--- src/sv/assert_macros.svh ---
// Assertion macros shared by the RTL of the keyed-removal deque.
// Each macro expects signals clk and rst_n in the scope where it is used.
`ifndef ASSERT_MACROS_SVH
`define ASSERT_MACROS_SVH

// Condition that must hold at every rising clock edge outside reset.
`define AST_ALWAYS(lbl, cond, msg) \
  lbl: assert property (@(posedge clk) disable iff (!rst_n) (cond)) else $error(msg);

// Condition in one cycle that forces a consequence in the next.
`define AST_NEXT(lbl, ante, cons, msg) \
  lbl: assert property (@(posedge clk) disable iff (!rst_n) (ante) |=> (cons)) else $error(msg);

`endif

--- src/sv/dkr_pkg.sv ---
// Package for the keyed-removal deque: command and status codes, sequencer
// states, cell control struct and fixed field widths. No dependencies.
package dkr_pkg;

  localparam int unsigned CMD_W     = 2;
  localparam int unsigned STATUS_W  = 2;
  localparam int unsigned KEY_PORT_W = 64;
  localparam int unsigned PAY_W     = 64;
  localparam int unsigned OCC_W     = 8;

  typedef enum logic [CMD_W-1:0] {
    CMD_APPEND = 2'd0,
    CMD_INSERT = 2'd1,
    CMD_TAKE   = 2'd2,
    CMD_REMOVE = 2'd3
  } dkr_cmd_t;

  typedef enum logic [STATUS_W-1:0] {
    STS_OK        = 2'd0,
    STS_FULL      = 2'd1,
    STS_EMPTY     = 2'd2,
    STS_NOT_FOUND = 2'd3
  } dkr_status_t;

  typedef enum logic [1:0] {
    ST_IDLE,
    ST_SCAN,
    ST_APPLY
  } dkr_state_t;

  // Per-cell load selection for the apply cycle
  typedef struct packed {
    logic load_new;
    logic from_prev;
    logic from_next;
  } dkr_cell_ctl_t;

endpackage

--- src/sv/dkr_cell.sv ---
// One storage cell of the deque row: key, payload and a key-match flag.
// Depends on dkr_pkg for the cell control struct.
module dkr_cell import dkr_pkg::*; #(
  parameter int unsigned KW = 64
) (
  input  logic          clk,
  input  logic          match_en,
  input  logic [KW-1:0] cmp_key,
  input  logic          occ,
  input  dkr_cell_ctl_t ctl,
  input  logic [KW-1:0] new_key,
  input  logic [PAY_W-1:0] new_pay,
  input  logic [KW-1:0] prev_key,
  input  logic [PAY_W-1:0] prev_pay,
  input  logic [KW-1:0] next_key,
  input  logic [PAY_W-1:0] next_pay,
  output logic [KW-1:0] key_o,
  output logic [PAY_W-1:0] pay_o,
  output logic          match_o
);

  logic [KW-1:0]    key_r, key_nxt;
  logic [PAY_W-1:0] pay_r, pay_nxt;
  logic             match_r, match_nxt;

  always_comb begin
    key_nxt = key_r;
    pay_nxt = pay_r;
    priority if (ctl.load_new) begin
      key_nxt = new_key;
      pay_nxt = new_pay;
    end else if (ctl.from_prev) begin
      key_nxt = prev_key;
      pay_nxt = prev_pay;
    end else if (ctl.from_next) begin
      key_nxt = next_key;
      pay_nxt = next_pay;
    end else begin
      key_nxt = key_r;
      pay_nxt = pay_r;
    end
  end

  assign match_nxt = match_en ? (occ && (key_r == cmp_key)) : match_r;

  always_ff @(posedge clk) begin
    key_r   <= key_nxt;
    pay_r   <= pay_nxt;
    match_r <= match_nxt;
  end

  assign key_o   = key_r;
  assign pay_o   = pay_r;
  assign match_o = match_r;

endmodule

--- config.mk ---
export PLATFORM = sky130hd
export DESIGN_NAME = dkr_cell
export DESIGN_NICKNAME = d
export VERILOG_FILES = /design/src/sv/assert_macros.svh /design/src/sv/dkr_pkg.sv /design/src/sv/dkr_cell.sv
export SDC_FILE = /design/constraint.sdc
export NUM_CORES = 1
export LEC_CHECK = 0
export BUFFER_PORTS_ARGS = -buffer_cell sky130_fd_sc_hd__buf_4
export CAP_MARGIN = 20
export CORE_AREA = 2 2 224 226
export CTS_CLUSTER_DIAMETER = 30
export DETAILED_ROUTE_END_ITERATION = 12
export DIE_AREA = 0 0 226 228
export PLACE_DENSITY = 0.43
export SLEW_MARGIN = 30
export SYNTH_ARGS = -nofsm -noshare
export SYNTH_HDL_FRONTEND = slang
export SYNTH_SLANG_ARGS = --single-unit
--- constraint.sdc ---
create_clock -name clk -period 4.05 [get_ports clk]
set_input_delay 0.2025 -clock clk [delete_from_list [all_inputs] [get_ports clk]]
set_output_delay 0.2025 -clock clk [all_outputs]
set_load 0.01 [all_outputs]
# Yosys cells after proc, flatten, opt, wreduce, memory -nomap -nowiden
# Cells that the tools add are included.
# W data, S select, Z words.
# classes
mux	6
n_eq_ne	1
reduce_logical	2
# op_table
operator	count
$mux W64	6
$eq A64 B64 Y1	1
$reduce_bool A3 Y1	1
$logic_and A1 B1 Y1	1
# word_totals
wordCells	12
reg_bits	129
out_inout_bits	129
in_bits	454

# Longest topological paths before layout
# logic_depth
word_depth	3
mapped_depth	5
depth_no_buf	5

# Worst setup path after synthesis
# OpenSTA, ideal clock, no wires.
# synth_timing
kind	input to register
startpoint	in ctl[1] in the netlist's numbering
endpoint	reg key_r[0] (netlist: key_o[0]) (enable)
t_arrival_ns	3.299
required_ns	3.555
path_stages	3
setup_ns	0.495
n_path_buf	2
setup_slack_ns	0.257
cell_sequence	clkbuf_1 > buf_4 > or3_1
# synth_via
elab_chain_len	1
# synth_lines
element	line	text
start, declared	dkr_cell.sv:10	input dkr_cell_ctl_t ctl,
$reduce_bool A3 Y1 (no line)	n/a	
end signal, assigned	dkr_cell.sv:47	key_r <= key_nxt;
end, declared	dkr_cell.sv:22	logic [KW-1:0] key_r, key_nxt;
# No other way between the ends.
# A chain may end at the register's enable or synchronous reset.

# Worst setup path after layout
# layout_timing
startpoint	reg key_r[20] (netlist: key_o[20])
endpoint	reg match_r (netlist: match_o) (data pin)
# layout_via
elab_chain_len	2
# layout_lines
element	line	text
$eq A64 B64 Y1	dkr_cell.sv:44	assign match_nxt = match_en ? (occ && (key_r == cmp_key)) : match_r;
$logic_and A1 B1 Y1	dkr_cell.sv:44	
end signal, assigned	dkr_cell.sv:49	match_r <= match_nxt;
end, declared	dkr_cell.sv:24	logic match_r, match_nxt;
# No other way between the ends.

==> impl_metrics.csv <==
group,metric,value,unit
synthesis,synth_top_area_share,0.537,
timing,slew_headroom,0.467,
power_and_ir_drop,comb_power_share,0.263,
timing,worst-slew-pin-transition,800,ps
timing,hold_viol,0,
floorplan,fp.dieH,228,um
grt,grt_start_max_net_pins,124,
clock_network,clockRootBuffer,"clkbuf_16",
floorplan,dieWidth,226,um
synthesis,synth_edf_count,129,
synthesis,yosysSeqAreaShare,0.537,
floorplan,io_pins,583,
synthesis,netlist_area,0.00722,mm^2
critical_path,crit_chain,"xnor2_1 > nand4_1 > nor4_1 > nand4_1 > nor4b_2",
power_and_ir_drop,seqPwrFrac,0.396,
detailed_routing,viasPerCell,3.71,
critical_path,slowest_delay,530,ps
grt,grt_pass1_vias,7695,
power_and_ir_drop,internal-power,3.20,mW
timing,rsz0062_at_grt,"false",
layout,syn2layout_area_growth,89.4,%
floorplan,core_area,0.0493,mm^2
detailed_routing,drt-wirelength-per-cell,18.0,um
clock_network,cts_buffer_depth,2,
grt,grt_pass1_wl,50000,um
floorplan,die-area,0.0515,mm^2
critical_path,path_common_cell,"nand4_1",
clock_network,cts_tree,"done",
clock_network,clock-sinks,129,
synthesis,synth_cell_types,23,
timing,setup_tns,0,ps
synthesis,syn_area_per_cell,11.0,um^2
run_status,status,"completed",
clock_network,cts_buffers,17,
power_and_ir_drop,peakVddDrop,0.000225,V
synthesis,synth.top_cells.by_count,"edfxtp_1, nand2_1, mux2i_1, o21ai_0, xnor2_1",
timing,fmax,405,MHz
synthesis,syn-num-nets,1111,
critical_path,path_class,"flop to flop",
power_and_ir_drop,pwr_density_cell,322,mW/mm^2
detailed_routing,drt-pass1-iter-count,4,
place,gp_congestion,0.867,
synthesis,ys.flop_type,"edfxtp_1",
worst_hold_path,min_path_type,"input port to flop",
synthesis,synth_seq_cells,129,
critical_path,cp_max_fo,2,
timing,drv_slew,0,
power_and_ir_drop,pwr-share-clk,0.341,
power_and_ir_drop,p_sw_frac,0.275,
critical_path,arrival,2770,ps
clock_network,htree_num_levels,4,
grt,grt_usage,0.137,
clock_network,cts_setup_buffers,0,
critical_path,cp.required,4350,ps
layout,antenna_cells,0,
timing,period_minus_slack,2470,ps
timing,finalCritPeriodShare,0.609,
synthesis,yosysWarnings,0,
clock_network,path_clk_slew,60,ps
critical_path,cp_slowest_cell,"xnor2_1",
power_and_ir_drop,leakage,6.27,nW
detailed_routing,vias,7354,
clock_network,post_cts_resized,0,
floorplan,start_util,0.146,
timing,finClkSkew,4.85,ps
grt,grt_overflow,0,
power_and_ir_drop,power_switching,1.21,mW
floorplan,rows,82,
detailed_routing,drtAntennaViolNets,0,
synthesis,syn_inst,657,
timing,finalSetupViolCount,0,
synthesis,synth_area_leaders,"edfxtp_1, mux2i_1, o21ai_0",
detailed_routing,drc_errors,0,
place,hpwl,28900,um
place,io_buffers,582,
clock_network,clk_latency,470,ps
layout,drive_gt1_frac,0.471,
synthesis,synth_top_area_cell,"edfxtp_1",
detailed_routing,drtIter0Drc,161,
critical_path,end_kind,"flop",
critical_path,start_kind,"flop",
synthesis,async_flop_share,0,
layout,nets,1754,
grt,antenna_found_initial,1,
job,max_cap_viol_count,0,
detailed_routing,wl,35600,um
power_and_ir_drop,totalPowerFinal,4.41,mW
[per-layer routing]
| layer | routed length (um) | vias to the layer above | GRT usage |
|---|---|---|---|
| li1 | - | 3676 | - |
| met1 | 13300 | 3332 | 0.142 |
| met2 | 19400 | 320 | 0.259 |
| met3 | 2480 | 24 | 0.0388 |
| met4 | 521 | 2 | 0.0457 |
| met5 | 10 | - | 0 |
[worst max-delay path: cells and delay by family, from the launching register on]
| kind | cells | cell delay [ps] |
|---|---|---|
| XOR/XNOR | 1 | 530 |
| flip-flops | 1 | 410 |
| AND/OR/NAND/NOR | 4 | 1340 |
[power groups by stage]
stage / Sequential [mW] / Clock (mW) / Combinational, mW
detailed placement: 1.78 / 0 / 1.13
floorplan: 1.83 / 0 / 0.293
finish: 1.75 / 1.50 / 1.16
CTS: 1.75 / 1.58 / 1.19
global placement: 1.77 / 0 / 1.13
global route: 1.76 / 1.62 / 1.26
[cell usage in the layout (no fill, tap or decap), types with 2 or more instances in the layout]
master,n
a221oi_1,2
clkinv_1,5
mux2i_1,128
dlygate4sd3_1,76
clkinv_2,2
clkbuf_16,17
o21ai_0,128
o2bb2ai_1,2
inv_1,11
clkinv_4,2
buf_4,585
edfxtp_1,129
nor4_1,5
xnor2_1,32
buf_6,2
bufinv_16,2
clkinvlp_4,2
buf_12,4
o22ai_1,3
xor2_1,21
nand2b_1,3
nand4_1,11
nor2_1,2
nor3_1,3
nand2_1,129
[logic make-up (layout without fill, tap and decap cells)]
group,after synthesis,in the layout,share of synthesized area
mux,128,128,0.177
buf+inv,54,709,0.0326
xor+xnor,53,53,0.0643
simple gates,155,155,0.0896
flops,129,129,0.537
compound gates,138,138,0.0995
[repair_timing]
action	in CTS	in global routing
hold endpoints to repair	76	0
hold buffers	76	0
setup endpoints to repair	0	0
[registers in the layout, summed over array words and instances (netlist names)]
register	count
key_o	64
pay_o	64
match_o	1
[worst paths after layout]
kind | depth (start not counted) | end | start | slack [ps]
setup / recovery | 5 | match_o$_DFFE_PP_ | key_o[20]$_DFFE_PP_ | 1580
hold / removal | 3 | pay_o[62]$_DFFE_PP_ | new_pay[62] | 40
setup reg to reg | 5 | match_o$_DFFE_PP_ | key_o[20]$_DFFE_PP_ | 1580
hold reg to reg | 4 | match_o$_DFFE_PP_ | key_o[35]$_DFFE_PP_ | 900
[area by class of cell]
type | count | area [um^2]
multi-input combinational | 474 | 3120
timing repair buffer | 667 | 5260
sequential | 129 | 3870
tap | 672 | 841
inverter | 11 | 41.3
clock inverter | 13 | 121
fill | 5315 | 35700
clock buffer | 18 | 429
[per-stage QoR]
step	setup WS, ps	instance area (um^2)	util	cells	hold WS [ps]
floorplan	257	7220	-	657	315
global placement	1450	12400	0.251	1877	402
detailed placement	1400	12400	0.251	1877	405
CTS	1370	13700	0.277	1984	0.185
global route	1300	13700	0.277	1984	28.2
finish	1580	13700	0.277	1984	42.8
No activity file was read; power rests on OpenSTA's default activity.
