==> src/sv/assert_macros.svh <==
// Assertion macros shared by the RTL of the keyed-removal deque.
// Each macro expects signals clk and rst_n in the scope where it is used.
`ifndef ASSERT_MACROS_SVH
`define ASSERT_MACROS_SVH

// Condition that must hold at every rising clock edge outside reset.
`define AST_ALWAYS(lbl, cond, msg) \
  lbl: assert property (@(posedge clk) disable iff (!rst_n) (cond)) else $error(msg);

// Condition in one cycle that forces a consequence in the next.
`define AST_NEXT(lbl, ante, cons, msg) \
  lbl: assert property (@(posedge clk) disable iff (!rst_n) (ante) |=> (cons)) else $error(msg);

`endif

==> src/sv/dkr_scan.sv <==
// Turns the row's match flags into a registered mask of all cells at or
// behind the first match. No package dependencies.
module dkr_scan #(
  parameter int unsigned DEPTH = 128
) (
  input  logic             clk,
  input  logic [DEPTH-1:0] match,
  output logic [DEPTH-1:0] ge_o
);

  logic [DEPTH-1:0] ge_r, ge_nxt;

  // m | -m sets every bit from the lowest set bit upward; zero if no match
  assign ge_nxt = match | (~match + {{(DEPTH-1){1'b0}}, 1'b1});

  always_ff @(posedge clk) begin
    ge_r <= ge_nxt;
  end

  assign ge_o = ge_r;

endmodule
==> config.mk <==
export PLATFORM = sky130hd
export DESIGN_NAME = dkr_scan
export DESIGN_NICKNAME = d
export VERILOG_FILES = /design/src/sv/assert_macros.svh /design/src/sv/dkr_scan.sv
export SDC_FILE = /design/constraint.sdc
export NUM_CORES = 1
export LEC_CHECK = 0
export BUFFER_PORTS_ARGS = -buffer_cell sky130_fd_sc_hd__buf_2
export CELL_PAD_IN_SITES_DETAIL_PLACEMENT = 2
export CELL_PAD_IN_SITES_GLOBAL_PLACEMENT = 2
export CORE_ASPECT_RATIO = 0.6
export CORE_UTILIZATION = 25
export DETAILED_ROUTE_END_ITERATION = 7
export GPL_TIMING_DRIVEN = 1
export PLACE_DENSITY_LB_ADDON = 0.1
export SLEW_MARGIN = 40
export SYNTH_ARGS = -nofsm -noshare
export SYNTH_HDL_FRONTEND = slang
export SYNTH_SLANG_ARGS = --single-unit
==> constraint.sdc <==
create_clock -name clk -period 4.3 [get_ports clk]
set_input_delay 0.215 -clock clk [delete_from_list [all_inputs] [get_ports clk]]
set_output_delay 0.215 -clock clk [all_outputs]
set_load 0.01 [all_outputs]
# Word-level counts from Yosys, hierarchy flattened
# Index checks and enable logic that the tools add are counted.
# op_classes
addsub	1
bitwise_logic	2
# op_table
op	count
128-bit by 1-bit adder with 128-bit output, second input constant	1
128-bit inverter	1
128-bit OR	1
# totals
register_bits	128
inputBits	129

# Logic depth before layout (Yosys ltp)
# Gate-level depths: netlist of the first run.
# logic_depth
depth_word	3
ltp_mapped	8
ltp_nobuf	7

# Least setup slack after synthesis of the first run
# OpenSTA, ideal clock, no wires.
# synth_path
path_kind	input -> register
startpoint	input port match[2]
endpoint	register ge_r[36] (netlist: ge_o[36])
t_arrival_ns	2.510
t_required_ns	4.180
setup_slack_ns	1.670
cell_stages	8
path_buffers	1
cell_sequence	or4_4 or4_1 buf_6 or4_4 nor2_4 inv_2 or3_4 or2_1
# synth_via
elab_chain_len	3
# synth_rtl
element	line	rtl
from (decl)	dkr_scan.sv:7	input logic [DEPTH-1:0] match,
128-bit inverter	dkr_scan.sv:14	assign ge_nxt = match | (~match + {{(DEPTH-1){1'b0}}, 1'b1});
128-bit by 1-bit adder with 128-bit output	dkr_scan.sv:14	
128-bit OR	dkr_scan.sv:14	
named net ge_nxt[36]	dkr_scan.sv:11	logic [DEPTH-1:0] ge_r, ge_nxt;
to (signal assigned)	dkr_scan.sv:17	ge_r <= ge_nxt;
to (decl)	dkr_scan.sv:11	
# The timed path passes the listed nets, and every way through them passes these cells.

# Final worst setup path of the first run
# layout_path
startpoint	input port match[2]
endpoint	register ge_r[98] (netlist: ge_o[98])
# The elaborated chain is that of the path after synthesis.

==> qor.txt, run 1 <==
core area: 15,500 sq um
number of global-route vias before repair: 4,308
Worst Tran Pin Value: 710 ps
Setup CP Type: in -> reg
Routed WL: 16,000 microns
Overflow after GRT: 0
crit-path most repeated cell: or4_1
buffer depth of the longest clock path: 2
drt first pass iters: 6
site row count: 35
hpwl dp: 12,800 microns
switching share of power: 21.7%
DR WL/cell: 18.1 microns
WHS Endpoint: ge_o[2]
number of CTS-inserted buffers: 17
I/O pin count: 257
failing checks: DRC
CP max FO: 11
Pint: 0.00221 W
power per cell area: 449 nW/um^2
critical path depth: 10
hold slack: 14.1 ps
Starting DRT DRC Count: 140
initial core utilization: 25.8%
Net Sw Power: 0.000614 W
die area: 16,500 sq um
Clk pwr share: 53.7%
Post-DRT Antenna Nets: 0
fillers: 1,762
CP max-delay cell: or4_1
nets@finish: 799
critical path capture point type: flip-flop
clock tree root buffer cell: clkbuf_16
maximum VDD drop: 0.000247 V
startpoint types: input pin
Port Buf Inserts: 256
via count: 4,008
crit path DAT: 3630 ps
CP Data Required Time: 4580 ps
Hold Startpoint: match[1]
Synth Warn #: 0
register area share after synthesis: 64.0%
Ant. Diodes: 0
#FFs+latches synth: 128
area of the mapped netlist: 4000 sq um
RSZ-0062 raised after global routing: false
share of layout cells above drive strength 1: 46.9%
CTS tree: built
initial antenna violation count: 1
Vias per Instance: 4.52
fin crit period: 3340 ps
Final setup viols: 0
# DRC: 28
Max Fclk: 0.299 GHz
combinational share of power: 4.3%
fin. max-slew vios: 0
final hold violation count: 0
clk sinks: 128
fin crit share: 77.8%
WP buf/inv: 4
first-pass GRT wire length: 23,900 microns
Post-Syn Instances: 383
Relative slew margins: 52.2%
total track usage: 19.4%
Die Ht: 100 microns
number of library cell types mapped by synthesis: 32
die span in x: 165 microns
sequential power share: 42.0%
H-tree levels: 4
largest net degree at the start of global routing: 18
Hold Path Class: in -> reg
Reg clk slew, reported paths: 60 ps
CP delay by family, top: simple AND/OR/NAND/NOR gates
setup TNS: 0 ps
Post-Syn Area per Cell: 10.5 sq um
outcome: finished with violations
syn nets: 512
placer congestion estimate: 0.789
PnR Total Power: 0.00283 W
cts repair resizes: 0
total of max-cap violations: 0
WHS Path Cells: 2
Pleak: 2.40 nW
Syn-to-layout area delta: 57.2%
CP Cell Sequence: dlygate4sd3_1, buf_2, or4_4, or4_1, nor2_2, nand3_2, nor4_2, buf_4, inv_2, or4_1
max incr delay on CP: 630 ps
Largest register FFs: 128
==> power groups by stage <==
| stage | combinational, W | sequential (W) | clock (W) |
|---|---|---|---|
| floorplan | 0.0000219 | 0.00122 | 0 |
| global placement | 0.000107 | 0.00121 | 0 |
| detailed placement | 0.000112 | 0.00121 | 0 |
| CTS | 0.000120 | 0.00119 | 0.00157 |
| global route | 0.000133 | 0.00119 | 0.00162 |
| finish | 0.000121 | 0.00119 | 0.00152 |
==> cells in the mapped netlist, drive strengths merged <==
library cell	count	share of area (%)
or4b	1	0.25
and4	1	0.22
or2	15	2.3
nor2	33	3.3
nand4	11	1.7
inv	13	1.2
nand2	37	3.5
nand2b	7	1.1
and3	1	0.16
nand4b	2	0.44
nor2b	1	0.16
nand3	19	2.5
buf	2	0.41
and2	1	0.16
nor3	24	3.4
nand3b	9	1.7
clkbuf	2	0.19
dfxtp	128	64
or4	18	3.6
or3	36	5.7
nor4	22	4.0
==> how the worst max path moves through the flow <==
stage,startpoint,end,slack [ps]
2_1_floorplan,match[2],ge_o[36],1670
3_3_place_gp,match[36],ge_o[102],1160
3_5_place_dp,match[2],ge_o[98],1040
4_1_cts,match[2],ge_o[98],920
5_1_grt,match[36],ge_o[98],770
6_report,match[2],ge_o[98],960
==> timing repair <==
item / in CTS / in global routing
hold buffers: 11 / 0
buffers inserted: 0 / 0
endpoints found under the hold margin: 11 / 0
==> cell families after synthesis <==
family / after synthesis / synth area share (%)
buffers and inverters: 17 / 1.81
flip-flops: 128 / 64.0
AND/OR/NAND/NOR: 238 / 34.2
==> per-stage QoR <==
step	utilization (%)	setup slack (ps)	cell area [sq um]	instances
3_3_place_gp	35.8	1160	5550	843
3_5_place_dp	35.8	1040	5550	843
5_1_grt	40.6	772	6290	886
4_1_cts	40.5	918	6290	886
2_1_floorplan	-	1670	4000	383
6_report	40.6	956	6290	886
==> cells in the final DEF, fill, tap and decap left out, drive strengths merged <==
| cell | Yosys | routed |
|---|---|---|
| nand3 | 19 | 19 |
| clkinvlp | 0 | 3 |
| buf | 2 | 261 |
| or4 | 18 | 18 |
| clkinv | 0 | 2 |
| nor2b | 1 | 1 |
| bufinv | 0 | 3 |
| nand4b | 2 | 2 |
| nor2 | 33 | 33 |
| nand4 | 11 | 11 |
| and3 | 1 | 1 |
| or2 | 15 | 15 |
| nor4 | 22 | 22 |
| and4 | 1 | 1 |
| nand2b | 7 | 7 |
| clkbuf | 2 | 21 |
| or3 | 36 | 36 |
| nor3 | 24 | 24 |
| dlygate4sd3 | 0 | 11 |
| nand2 | 37 | 37 |
| nand3b | 9 | 9 |
| dfxtp | 128 | 128 |
| inv | 13 | 16 |
| or4b | 1 | 1 |
| and2 | 1 | 1 |
==> metal layers <==
layer | up-vias | global-route usage, % | routed length [microns]
met1 | 1929 | 25.5 | 7330
met5 | - | 0 | 13
met3 | 13 | 5.50 | 1170
met4 | 2 | 5.87 | 139
li1 | 1932 | - | -
met2 | 132 | 31.0 | 7370
==> area by class of cell <==
class                           count  area [sq um]  area share (%)
Sequential cell                   128          2560            40.7
Timing Repair Buffer              272          1430            22.7
Multi-Input combinational cell    238          1380            21.9
Clock buffer                       21           470            7.48
Tap cell                          203           254            4.04
Clock inverter                     11           153            2.43
Inverter                           13          48.8           0.776
Power figures use the tool's default switching activity.
==> run 2: changes to the inputs <==
--- a/config.mk
+++ b/config.mk
@@ -9,7 +9,7 @@
 export CELL_PAD_IN_SITES_DETAIL_PLACEMENT = 2
 export CELL_PAD_IN_SITES_GLOBAL_PLACEMENT = 2
 export CORE_ASPECT_RATIO = 0.6
-export CORE_UTILIZATION = 25
+export CORE_UTILIZATION = 23
 export DETAILED_ROUTE_END_ITERATION = 7
 export GPL_TIMING_DRIVEN = 1
 export PLACE_DENSITY_LB_ADDON = 0.1
==> constraint.sdc (replaced) <==
create_clock -name clk -period 3.4 [get_ports clk]
set_input_delay 0.17 -clock clk [delete_from_list [all_inputs] [get_ports clk]]
set_output_delay 0.17 -clock clk [all_outputs]
set_load 0.01 [all_outputs]
==> run 2 against run 1 <==
Compared with the run above:
- the flow now finishes without violations
- combinational power up 93%
- sequential power is 26% higher
- non-clock buffer count grew 101
- routed wire length increased by 13%
- via count is 11% higher
- clock power increased by 16%
- first-iteration DRC count fell by 2.9%
- die area grew 8.6%
- global-route usage up 1.2 points
- worst setup slack lost 820 ps
- count of clock-buffer cells in the layout shrank 3
- critical endpoint is now ge_o[33]
==> qor.txt, run 2 (synthesis results as in run 1) <==
Max Fclk: 0.306 GHz
WP buf/inv: 4
Setup CP Type: in -> reg
placer congestion estimate: 0.767
buffer depth of the longest clock path: 2
Pleak: 2.80 nW
I/O pin count: 257
total of max-cap violations: 0
Routed WL: 18,100 microns
post-CTS setup repair buffer count: 0
number of CTS-inserted buffers: 17
via count: 4,436
startpoint types: input pin
power per cell area: 480 nW/um^2
Largest register FFs: 128
fin crit period: 3270 ps
H-tree levels: 4
Reg clk slew, reported paths: 60 ps
Port Buf Inserts: 256
Die Ht: 104 microns
outcome: finished, final reports clean
Vias per Instance: 4.38
initial antenna violation count: 1
Overflow after GRT: 0
maximum VDD drop: 0.000209 V
first-pass GRT wire length: 27,800 microns
critical path capture point type: flip-flop
max incr delay on CP: 620 ps
CP max FO: 10
CP Data Required Time: 3700 ps
nets@finish: 900
core area: 16,600 sq um
Final setup viols: 0
site row count: 36
largest net degree at the start of global routing: 18
hpwl dp: 12,900 microns
clk sinks: 128
PnR Total Power: 0.00349 W
RSZ-0062 raised after global routing: false
Hold Path Class: in -> reg
most common cell after layout, fill and taps aside: buf_2
Starting DRT DRC Count: 136
# DRC: 0
share of layout cells above drive strength 1: 41.6%
final hold violation count: 0
clock tree root buffer cell: clkbuf_16
Syn-to-layout area delta: 81.7%
CP max-delay cell: or4_4
crit-path most repeated cell: or4_4
number of global-route vias before repair: 5,014
die area: 18,000 sq um
die span in x: 172 microns
Worst Tran Pin Value: 724 ps
initial core utilization: 24.1%
most frequent cells in the layout: 256 x buf_2, 128 x dfxtp_1, 107 x dlygate4sd3_1
total track usage: 20.7%
fin crit share: 96.0%
Relative slew margins: 51.3%
CP delay by family, top: simple AND/OR/NAND/NOR gates
setup TNS: 0 ps
CTS tree: built
fin. max-slew vios: 0
Post-DRT Antenna Nets: 0
DR WL/cell: 17.8 microns
CP Cell Sequence: dlygate4sd3_1, buf_2, or4_4, or4_4, or4_4, nor2_4, inv_2, or3_1, dlygate4sd3_1
drt first pass iters: 4
crit path DAT: 3570 ps
-- run 2: changes by cell type in the layout (fill, tap and decap cells not counted), sizes merged --
| cell | before | now |
|---|---|---|
| buf | 261 | 266 |
| bufinv | 3 | 1 |
| inv | 16 | 17 |
| diode | 0 | 1 |
| clkinvlp | 3 | 2 |
| clkinv | 2 | 7 |
| clkbuf | 21 | 18 |
| dlygate4sd3 | 11 | 107 |
-- run 2: repair_timing --
| action | CTS | global route |
|---|---|---|
| hold buffers | 107 | 0 |
| gates resized for setup | 0 | 2 |
| endpoints found under the hold margin | 84 | 0 |
| setup endpoints to repair | 0 | 11 |
-- run 2: worst min-delay path: stages --
cell and delay (ps):
buf_2 100, nor4_1 50, nand4_1 80
-- run 2: path summary, 6_finish.rpt --
path                  startpoint   endpoint  slack, ps  depth (start not counted)
worst min-delay path  match[115]  ge_o[116]         20                          3
worst max-delay path    match[2]   ge_o[33]        130                          9
-- run 2: layer usage --
metal	wire length (microns)	track usage [%]	share of wire [%]	up-vias
met1	8260	25.7	46	2136
li1	-	-	-	2139
met5	0	0	0	-
met4	197	5.50	1.1	0
met3	1090	6.62	6.0	15
met2	8530	34.1	47	146
-- run 2: layout make-up --
class,instances,area (sq um)
Antenna cell,1,2.50
Clock buffer,18,439
Clock inverter,14,130
Fill cell,1790,9350
Inverter,13,48.8
Multi-Input combinational cell,238,1380
Sequential cell,128,2560
Tap cell,228,285
Timing Repair Buffer,373,2430
-- run 2: metrics by stage --
step	utilization, %	setup slack [ps]	hold WS [ps]	instance area [sq um]	std cells
3_5_place_dp	33.8	230	323	5620	873
3_3_place_gp	33.8	314	303	5620	873
2_1_floorplan	-	815	198	4000	383
5_1_grt	43.8	1.23	20.6	7270	1012
6_report	43.8	135	15.1	7280	1013
4_1_cts	43.7	57.6	1.85	7260	1012
-- run 2: where the power goes --
group | internal, W | total [W] | switching (W)
Combinational | 0.000141 | 0.000234 | 0.0000928
Sequential | 0.00150 | 0.00150 | 0.000000730
Clock | 0.00103 | 0.00176 | 0.000723
